--- src/rtl/dsfc_pkg.sv ---
`timescale 1ns / 1ps
`default_nettype none

package dsfc_pkg;

    localparam int ID_W     = 64;
    localparam int AGE_W    = 64;
    localparam int ENB_W    = 3;
    localparam int MAXAGE_W = 63;
    localparam int FAULT_W  = 4;
    localparam int NUM_CNT  = 4;

    // check enable bits
    localparam int ENB_STAMP = 0;
    localparam int ENB_ID    = 1;
    localparam int ENB_MONO  = 2;

    // fault bits, also the counter order
    localparam int FLT_MISSING  = 0;
    localparam int FLT_STALE    = 1;
    localparam int FLT_ZERO_ID  = 2;
    localparam int FLT_BACKWARD = 3;

    // configuration register indexes
    localparam logic [1:0] REG_EST_ENABLES = 2'd0;
    localparam logic [1:0] REG_EST_MAX_AGE = 2'd1;
    localparam logic [1:0] REG_INT_ENABLES = 2'd2;
    localparam logic [1:0] REG_INT_MAX_AGE = 2'd3;

    typedef struct packed {
        logic [ENB_W-1:0]    enables;
        logic [MAXAGE_W-1:0] max_age;
    } lane_cfg_t;

    typedef struct packed {
        logic [FAULT_W-1:0]     faults;
        logic signed [AGE_W-1:0] age;
    } lane_res_t;

endpackage

`default_nettype wire

--- src/rtl/dsfc_lane.sv ---
`timescale 1ns / 1ps
`default_nettype none

module dsfc_lane #(
    parameter int COUNTER_WIDTH = 32,
    parameter int TIME_WIDTH    = 64
) (
    input  wire logic                                aclk,
    input  wire logic                                aresetn,
    input  wire logic                                accept,
    input  wire logic [63:0]                         now_time,
    input  wire logic [63:0]                         stamp,
    input  wire logic [dsfc_pkg::ID_W-1:0]           id,
    input  wire logic                                track_enable,
    input  wire dsfc_pkg::lane_cfg_t                 cfg,
    output dsfc_pkg::lane_res_t                      res,
    output logic [dsfc_pkg::NUM_CNT-1:0][COUNTER_WIDTH-1:0] cnt_next
);

    logic [dsfc_pkg::ID_W-1:0]                       last_id_reg;
    logic [dsfc_pkg::NUM_CNT-1:0][COUNTER_WIDTH-1:0] cnt_reg;

    logic [TIME_WIDTH-1:0]        now_t;
    logic [TIME_WIDTH-1:0]        stamp_t;
    logic signed [TIME_WIDTH-1:0] diff;
    logic signed [dsfc_pkg::AGE_W-1:0] age_ext;
    logic                         present;
    logic [dsfc_pkg::FAULT_W-1:0] faults;

    assign now_t   = now_time[TIME_WIDTH-1:0];
    assign stamp_t = stamp[TIME_WIDTH-1:0];
    assign present = (stamp_t != '0);
    assign diff    = signed'(now_t - stamp_t);
    assign age_ext = dsfc_pkg::AGE_W'(diff);

    always_comb begin
        faults = '0;
        faults[dsfc_pkg::FLT_MISSING] = cfg.enables[dsfc_pkg::ENB_STAMP] && !present;
        // future stamps give a negative age and are never stale
        faults[dsfc_pkg::FLT_STALE] = present && !age_ext[dsfc_pkg::AGE_W-1] &&
            (unsigned'(age_ext) > {1'b0, cfg.max_age});
        faults[dsfc_pkg::FLT_ZERO_ID] = cfg.enables[dsfc_pkg::ENB_ID] && (id == '0);
        faults[dsfc_pkg::FLT_BACKWARD] = cfg.enables[dsfc_pkg::ENB_MONO] &&
            (id != '0) && (last_id_reg != '0) && (id < last_id_reg);
    end

    assign res.faults = faults;
    assign res.age    = present ? age_ext : '0;

    always_comb begin
        for (int i = 0; i < dsfc_pkg::NUM_CNT; i++) begin
            cnt_next[i] = cnt_reg[i];
            // saturate at all ones
            if (track_enable && faults[i] && (cnt_reg[i] != '1)) begin
                cnt_next[i] = cnt_reg[i] + 1'b1;
            end
        end
    end

    always_ff @(posedge aclk) begin
        if (!aresetn) begin
            last_id_reg <= '0;
            cnt_reg     <= '0;
        end else if (accept && track_enable) begin
            cnt_reg <= cnt_next;
            if (id != '0) begin
                last_id_reg <= id;
            end
        end
    end

endmodule

`default_nettype wire

--- src/rtl/dsfc_merge.sv ---
`timescale 1ns / 1ps
`default_nettype none

module dsfc_merge #(
    parameter int COUNTER_WIDTH = 32
) (
    input  wire logic                aclk,
    input  wire logic                aresetn,
    input  wire logic                s_valid,
    output logic                     s_ready,
    input  wire dsfc_pkg::lane_res_t est_res,
    input  wire dsfc_pkg::lane_res_t int_res,
    input  wire logic [dsfc_pkg::NUM_CNT-1:0][COUNTER_WIDTH-1:0] est_cnt,
    input  wire logic [dsfc_pkg::NUM_CNT-1:0][COUNTER_WIDTH-1:0] int_cnt,
    output logic                     m_valid,
    input  wire logic                m_ready,
    output dsfc_pkg::lane_res_t      est_out,
    output dsfc_pkg::lane_res_t      int_out,
    output logic [dsfc_pkg::NUM_CNT-1:0][COUNTER_WIDTH-1:0] est_cnt_out,
    output logic [dsfc_pkg::NUM_CNT-1:0][COUNTER_WIDTH-1:0] int_cnt_out
);

    logic valid_reg;
    logic valid_next;
    logic fire;

    dsfc_pkg::lane_res_t est_out_reg;
    dsfc_pkg::lane_res_t int_out_reg;
    logic [dsfc_pkg::NUM_CNT-1:0][COUNTER_WIDTH-1:0] est_cnt_out_reg;
    logic [dsfc_pkg::NUM_CNT-1:0][COUNTER_WIDTH-1:0] int_cnt_out_reg;

    assign s_ready    = !valid_reg || m_ready;
    assign fire       = s_valid && s_ready;
    assign valid_next = fire || (valid_reg && !m_ready);
    assign m_valid    = valid_reg;

    always_ff @(posedge aclk) begin
        if (!aresetn) begin
            valid_reg <= 1'b0;
        end else begin
            valid_reg <= valid_next;
        end
    end

    // load the result beat whenever the output slot frees up
    always_ff @(posedge aclk) begin
        if (fire) begin
            est_out_reg     <= est_res;
            int_out_reg     <= int_res;
            est_cnt_out_reg <= est_cnt;
            int_cnt_out_reg <= int_cnt;
        end
    end

    assign est_out     = est_out_reg;
    assign int_out     = int_out_reg;
    assign est_cnt_out = est_cnt_out_reg;
    assign int_cnt_out = int_cnt_out_reg;

endmodule

`default_nettype wire

--- src/rtl/dual_stream_freshness_check_core.sv ---
`timescale 1ns / 1ps
`default_nettype none

// channel  | direction | handshake         | payload
// input    | in        | s_valid / s_ready | now_time, stamps, ids, track_enable
// result   | out       | m_valid / m_ready | faults, ages, eight fault counters
// config   | in        | APB psel/penable  | four registers at 8-byte stride
//
// One item per cycle while m_ready holds; a beat accepted at an edge sits in a single output
// register and is offered on the result port from that edge, leaving when m_ready takes it.
// Both stream lanes check at the accept edge, and update ids and counters there when track_enable is set.
// s_ready is high while the output register is empty or being taken.
// Reset (aresetn low, synchronous) clears config registers, output valid, last ids and counters.

module dual_stream_freshness_check_core #(
    parameter int COUNTER_WIDTH = 32,
    parameter int TIME_WIDTH    = 64
) (
    input  wire logic                     aclk,
    input  wire logic                     aresetn,

    input  wire logic                     psel,
    input  wire logic                     penable,
    input  wire logic                     pwrite,
    input  wire logic [4:0]               paddr,
    input  wire logic [63:0]              pwdata,
    output logic [63:0]                   prdata,
    output logic                          pready,

    input  wire logic                     s_valid,
    output logic                          s_ready,
    input  wire logic [63:0]              s_now_time,
    input  wire logic [63:0]              s_estimator_stamp,
    input  wire logic [63:0]              s_estimator_id,
    input  wire logic [63:0]              s_intent_stamp,
    input  wire logic [63:0]              s_intent_id,
    input  wire logic                     s_track_enable,

    output logic                          m_valid,
    input  wire logic                     m_ready,
    output logic [3:0]                    m_estimator_faults,
    output logic signed [63:0]            m_estimator_age,
    output logic [3:0]                    m_intent_faults,
    output logic signed [63:0]            m_intent_age,
    output logic [COUNTER_WIDTH-1:0]      m_est_missing_count,
    output logic [COUNTER_WIDTH-1:0]      m_est_stale_count,
    output logic [COUNTER_WIDTH-1:0]      m_est_zero_id_count,
    output logic [COUNTER_WIDTH-1:0]      m_est_backward_count,
    output logic [COUNTER_WIDTH-1:0]      m_int_missing_count,
    output logic [COUNTER_WIDTH-1:0]      m_int_stale_count,
    output logic [COUNTER_WIDTH-1:0]      m_int_zero_id_count,
    output logic [COUNTER_WIDTH-1:0]      m_int_backward_count
);

    dsfc_pkg::lane_cfg_t est_cfg_reg;
    dsfc_pkg::lane_cfg_t int_cfg_reg;

    logic       cfg_wr;
    logic [1:0] cfg_idx;
    logic       accept;

    dsfc_pkg::lane_res_t est_res;
    dsfc_pkg::lane_res_t int_res;
    dsfc_pkg::lane_res_t est_out;
    dsfc_pkg::lane_res_t int_out;
    logic [dsfc_pkg::NUM_CNT-1:0][COUNTER_WIDTH-1:0] est_cnt;
    logic [dsfc_pkg::NUM_CNT-1:0][COUNTER_WIDTH-1:0] int_cnt;
    logic [dsfc_pkg::NUM_CNT-1:0][COUNTER_WIDTH-1:0] est_cnt_out;
    logic [dsfc_pkg::NUM_CNT-1:0][COUNTER_WIDTH-1:0] int_cnt_out;

    assign pready  = 1'b1;
    assign cfg_wr  = psel && penable && pwrite && pready;
    assign cfg_idx = paddr[4:3];
    assign accept  = s_valid && s_ready;

    always_ff @(posedge aclk) begin
        if (!aresetn) begin
            est_cfg_reg <= '0;
            int_cfg_reg <= '0;
        end else if (cfg_wr) begin
            case (cfg_idx)
                dsfc_pkg::REG_EST_ENABLES: begin
                    est_cfg_reg.enables <= pwdata[dsfc_pkg::ENB_W-1:0];
                end
                dsfc_pkg::REG_EST_MAX_AGE: begin
                    est_cfg_reg.max_age <= pwdata[dsfc_pkg::MAXAGE_W-1:0];
                end
                dsfc_pkg::REG_INT_ENABLES: begin
                    int_cfg_reg.enables <= pwdata[dsfc_pkg::ENB_W-1:0];
                end
                dsfc_pkg::REG_INT_MAX_AGE: begin
                    int_cfg_reg.max_age <= pwdata[dsfc_pkg::MAXAGE_W-1:0];
                end
                default: begin
                end
            endcase
        end
    end

    always_comb begin
        case (cfg_idx)
            dsfc_pkg::REG_EST_ENABLES: prdata = 64'(est_cfg_reg.enables);
            dsfc_pkg::REG_EST_MAX_AGE: prdata = 64'(est_cfg_reg.max_age);
            dsfc_pkg::REG_INT_ENABLES: prdata = 64'(int_cfg_reg.enables);
            dsfc_pkg::REG_INT_MAX_AGE: prdata = 64'(int_cfg_reg.max_age);
            default:                   prdata = '0;
        endcase
    end

    dsfc_lane #(
        .COUNTER_WIDTH (COUNTER_WIDTH),
        .TIME_WIDTH    (TIME_WIDTH)
    ) u_est_lane (
        .aclk         (aclk),
        .aresetn      (aresetn),
        .accept       (accept),
        .now_time     (s_now_time),
        .stamp        (s_estimator_stamp),
        .id           (s_estimator_id),
        .track_enable (s_track_enable),
        .cfg          (est_cfg_reg),
        .res          (est_res),
        .cnt_next     (est_cnt)
    );

    dsfc_lane #(
        .COUNTER_WIDTH (COUNTER_WIDTH),
        .TIME_WIDTH    (TIME_WIDTH)
    ) u_int_lane (
        .aclk         (aclk),
        .aresetn      (aresetn),
        .accept       (accept),
        .now_time     (s_now_time),
        .stamp        (s_intent_stamp),
        .id           (s_intent_id),
        .track_enable (s_track_enable),
        .cfg          (int_cfg_reg),
        .res          (int_res),
        .cnt_next     (int_cnt)
    );

    dsfc_merge #(
        .COUNTER_WIDTH (COUNTER_WIDTH)
    ) u_merge (
        .aclk        (aclk),
        .aresetn     (aresetn),
        .s_valid     (s_valid),
        .s_ready     (s_ready),
        .est_res     (est_res),
        .int_res     (int_res),
        .est_cnt     (est_cnt),
        .int_cnt     (int_cnt),
        .m_valid     (m_valid),
        .m_ready     (m_ready),
        .est_out     (est_out),
        .int_out     (int_out),
        .est_cnt_out (est_cnt_out),
        .int_cnt_out (int_cnt_out)
    );

    assign m_estimator_faults   = est_out.faults;
    assign m_estimator_age      = est_out.age;
    assign m_intent_faults      = int_out.faults;
    assign m_intent_age         = int_out.age;
    assign m_est_missing_count  = est_cnt_out[dsfc_pkg::FLT_MISSING];
    assign m_est_stale_count    = est_cnt_out[dsfc_pkg::FLT_STALE];
    assign m_est_zero_id_count  = est_cnt_out[dsfc_pkg::FLT_ZERO_ID];
    assign m_est_backward_count = est_cnt_out[dsfc_pkg::FLT_BACKWARD];
    assign m_int_missing_count  = int_cnt_out[dsfc_pkg::FLT_MISSING];
    assign m_int_stale_count    = int_cnt_out[dsfc_pkg::FLT_STALE];
    assign m_int_zero_id_count  = int_cnt_out[dsfc_pkg::FLT_ZERO_ID];
    assign m_int_backward_count = int_cnt_out[dsfc_pkg::FLT_BACKWARD];

endmodule

`default_nettype wire

--- config.mk ---
export PLATFORM = sky130hd
export DESIGN_NAME = dual_stream_freshness_check_core
export DESIGN_NICKNAME = d
export VERILOG_FILES = /design/src/rtl/dsfc_pkg.sv /design/src/rtl/dsfc_lane.sv /design/src/rtl/dsfc_merge.sv /design/src/rtl/dual_stream_freshness_check_core.sv
export SDC_FILE = /design/constraint.sdc
export NUM_CORES = 2
export LEC_CHECK = 0
export ABC_AREA = 1
export BUFFER_PORTS_ARGS = -buffer_cell sky130_fd_sc_hd__buf_2
export CORE_ASPECT_RATIO = 0.7
export CORE_MARGIN = 2
export CORE_UTILIZATION = 30
export CTS_CLUSTER_DIAMETER = 120
export DETAILED_ROUTE_END_ITERATION = 8
export HOLD_SLACK_MARGIN = 0.12
export PLACE_DENSITY = 0.43
export SLEW_MARGIN = 20
export SYNTH_ARGS = -nofsm -noshare
export SYNTH_HDL_FRONTEND = slang
export SYNTH_HIERARCHICAL = 1
export SYNTH_SLANG_ARGS = --single-unit
--- constraint.sdc ---
create_clock -name aclk -period 37.3 [get_ports aclk]
set_input_delay 1.865 -clock aclk [delete_from_list [all_inputs] [get_ports aclk]]
set_output_delay 1.865 -clock aclk [all_outputs]
set_load 0.01 [all_outputs]
==> impl_metrics.tcl <==
set metrics [dict create \
    max_freq_mhz 134 \
    start_kind "primary input" \
    worstPathRequired_ps 37850 \
    setup_viol 0 \
    p_clk_frac 0.369 \
    p_switching_uw 964 \
    synth_cell_types 67 \
    gp_congestion 0.998 \
    clkLatencyLatePin_ps 720 \
    final_antenna_net_count 0 \
    grt_use_total 0.238 \
    final_cell_mix "nand2_1 (1,527), inv_1 (1,331), nor2_1 (980)" \
    floorplan.core_area_um2 197000 \
    p_comb_frac 0.229 \
    drive_above_1_share 0.146 \
    grt_overflow 0 \
    clock-sinks 909 \
    drv_cap 0 \
    yosysWarnings 6 \
    row_count 136 \
    grt_max_degree 129 \
    p_int_uw 1950 \
    hold_path.class "reg -> reg" \
    drv_slew 0 \
    root_buffer "clkbuf_16" \
    die_w_um 536 \
    irDropWorstVdd_mv 0.0331 \
    numCtsBuffers 104 \
    dieArea_um2 202000 \
    netlist_instances 8122 \
    p_leak_uw 0.0317 \
    synthArstFlopShare 0 \
    crit_type "in -> reg" \
    max_slew_margin 0.229 \
    period_share 0.199 \
    via_per_inst 4.92 \
    finClkSkew_ps 26.1 \
    drt_wl_total_mm 249 \
    worst_ep_arrival_time_ps 7990 \
    fin_tns_setup_ps 0 \
    grt_pass1_vias 53200 \
    hold_ws_ps 472 \
    clk_pin_slew_ps 60 \
    final_net_count 9639 \
    ctsHoldBuffers 0 \
    worst_slew_pin_slew_ps 1150 \
    stdcell_count 11600 \
    routedWlPerCell_um 21.5 \
    port_buffers 849 \
    path_max_fanout 17 \
    drc 0 \
    grt_pass1_wl_mm 357 \
    drtIter0Drc 5025 \
    ys.flop_type "dfxtp_1" \
    power_density_nw_per_um2 41.8 \
    finalHoldViolations 0 \
    synth_seq_cells 909 \
    fin_util 0.354 \
    swShare 0.331 \
    grt_setup_unrepaired "no" \
    dp.cells 11400 \
    cp-end-kind "flop" \
    syn-cell-area_um2 59500 \
    areaGrowthSynthToFinish_pct 17.1 \
    via_count 57000 \
    post_cts_buffers 0 \
    h-tree-depth 3 \
    clock_path_buffers 3 \
    synth-edff-count 392 \
    p_seq_frac 0.401 \
    ios 856 \
    post-dp-hpwl_mm 200 \
    start_util 0.302 \
    outcome "finished, final reports clean" \
    firstDrtPassIters 5 \
    final_common_cell "nand2_1" \
    cts_tree "done" \
    chipHeight_um 377 \
    cts_resized 0 \
    grt_antenna_before_repair 48 \
    seq_area_frac_synth 0.372 \
    min_period_ps 7440 \
    syn_area_per_cell_um2 7.32 \
    synth_nets 8907 \
]
## critical path, stage by stage
cell,delay [ps]
buf_2,350
ha_1,220
inv_1,60
fa_1,410
nand3_1,90
nand2_1,320
a21oi_2,430
inv_1,70
nand2_1,60
nand3_1,320
a21oi_1,470
inv_1,80
a21oi_1,260
o21bai_1,120
xnor2_1,380
inv_1,100
ha_1,280
nand2_1,60
nor2_1,100
nand2_1,110
nor4b_1,400
nand2_1,160
nand3_4,180
nand3_4,110
nor2_4,480
buf_16,240
nand2_1,80
nand2_1,130
## cells by family after synthesis
family | after synthesis | synth area share
buffers and inverters | 1640 | 0.109
xor gates and xnor gates | 344 | 0.0509
and+or+nand+nor | 3572 | 0.268
adders and majority gates | 388 | 0.0819
AOI/OAI and AO/OA | 1267 | 0.119
DFF | 909 | 0.372
other | 2 | 0.000126
## worst paths after layout
check,startpoint,end,slack [ps],cells past startpoint
max reg2reg,est_cfg_reg[31]$_SDFFE_PN0P_,u_merge/est_cnt_out[50]$_DFFE_PP_,33610,15
min,u_est_lane/last_id_reg[0]$_SDFFE_PN0P_,u_est_lane/last_id_reg[0]$_SDFFE_PN0P_,470,2
min reg2reg,u_est_lane/last_id_reg[0]$_SDFFE_PN0P_,u_est_lane/last_id_reg[0]$_SDFFE_PN0P_,470,2
max,s_estimator_stamp[0],u_merge/est_cnt_out[50]$_DFFE_PP_,29860,28
## power groups by stage
stage	logic [µW]	registers [µW]	clock network (µW)
2_1_floorplan	384	1220	0
4_1_cts	663	1170	1120
5_1_grt	740	1180	1150
3_5_place_dp	659	1190	0
3_3_place_gp	655	1190	0
6_report	669	1170	1080
## per-stage QoR
stage / power [µW] / setup slack [ps] / area (µm²)
final: 2910 / 29860 / 69700
after global routing: 3070 / 29620 / 69600
after CTS: 2950 / 29720 / 69600
after detailed placement: 1850 / 28940 / 66100
after global placement: 1840 / 28920 / 66100
after floorplan: 1600 / 15310 / 59500
## cell type report
type	instances	area, µm²
diodes	19	47.5
clock buffers	142	2840
clock inverters	54	638
fillers	21300	127000
inverters	1376	5180
multi-input cells	5573	31000
flip-flops and latches	909	22100
well taps	2622	3280
repair buffers	890	4590
## Yosys cell counts, types with 9 or more instances
cell      number  area (µm²)
inv_2         38         143
o21ai_2       23         201
nand2_4       21         236
xor2_1       311        2720
nand2_1     1531        5750
buf_4         29         218
edfxtp_1     392       11800
o21bai_1      23         173
nand2_2       30         188
a21o_1        17         128
inv_1       1335        5010
nand3_2       51         510
nor3_1       168         841
ha_1         386        4830
buf_6         12         135
xnor2_1       31         272
nand3_1      374        1870
and2_1        12        75.1
clkbuf_1     156         586
nor3_2        10         100
nor2_1       983        3690
dfxtp_1      517       10300
nor2_2        12        75.1
o211ai_1      12        90.1
a21oi_2       18         158
a21oi_1      606        3030
buf_2         46         230
buf_1         17        63.8
o21a_1        20         150
nor2_4         9         101
o21ai_1       71         355
nand4_1      193        1210
a22o_1        60         526
o21ai_0      363        1820
nor4_1       142         888
a31oi_1       17         106
a31o_2        10        87.6
## metal layers
layer | wire length (µm) | track usage
met1 | 123000 | 0.355
met2 | 103000 | 0.349
met3 | 16300 | 0.0394
met4 | 7170 | 0.0682
met5 | 77 | 0
Power figures use the tool's default switching activity.
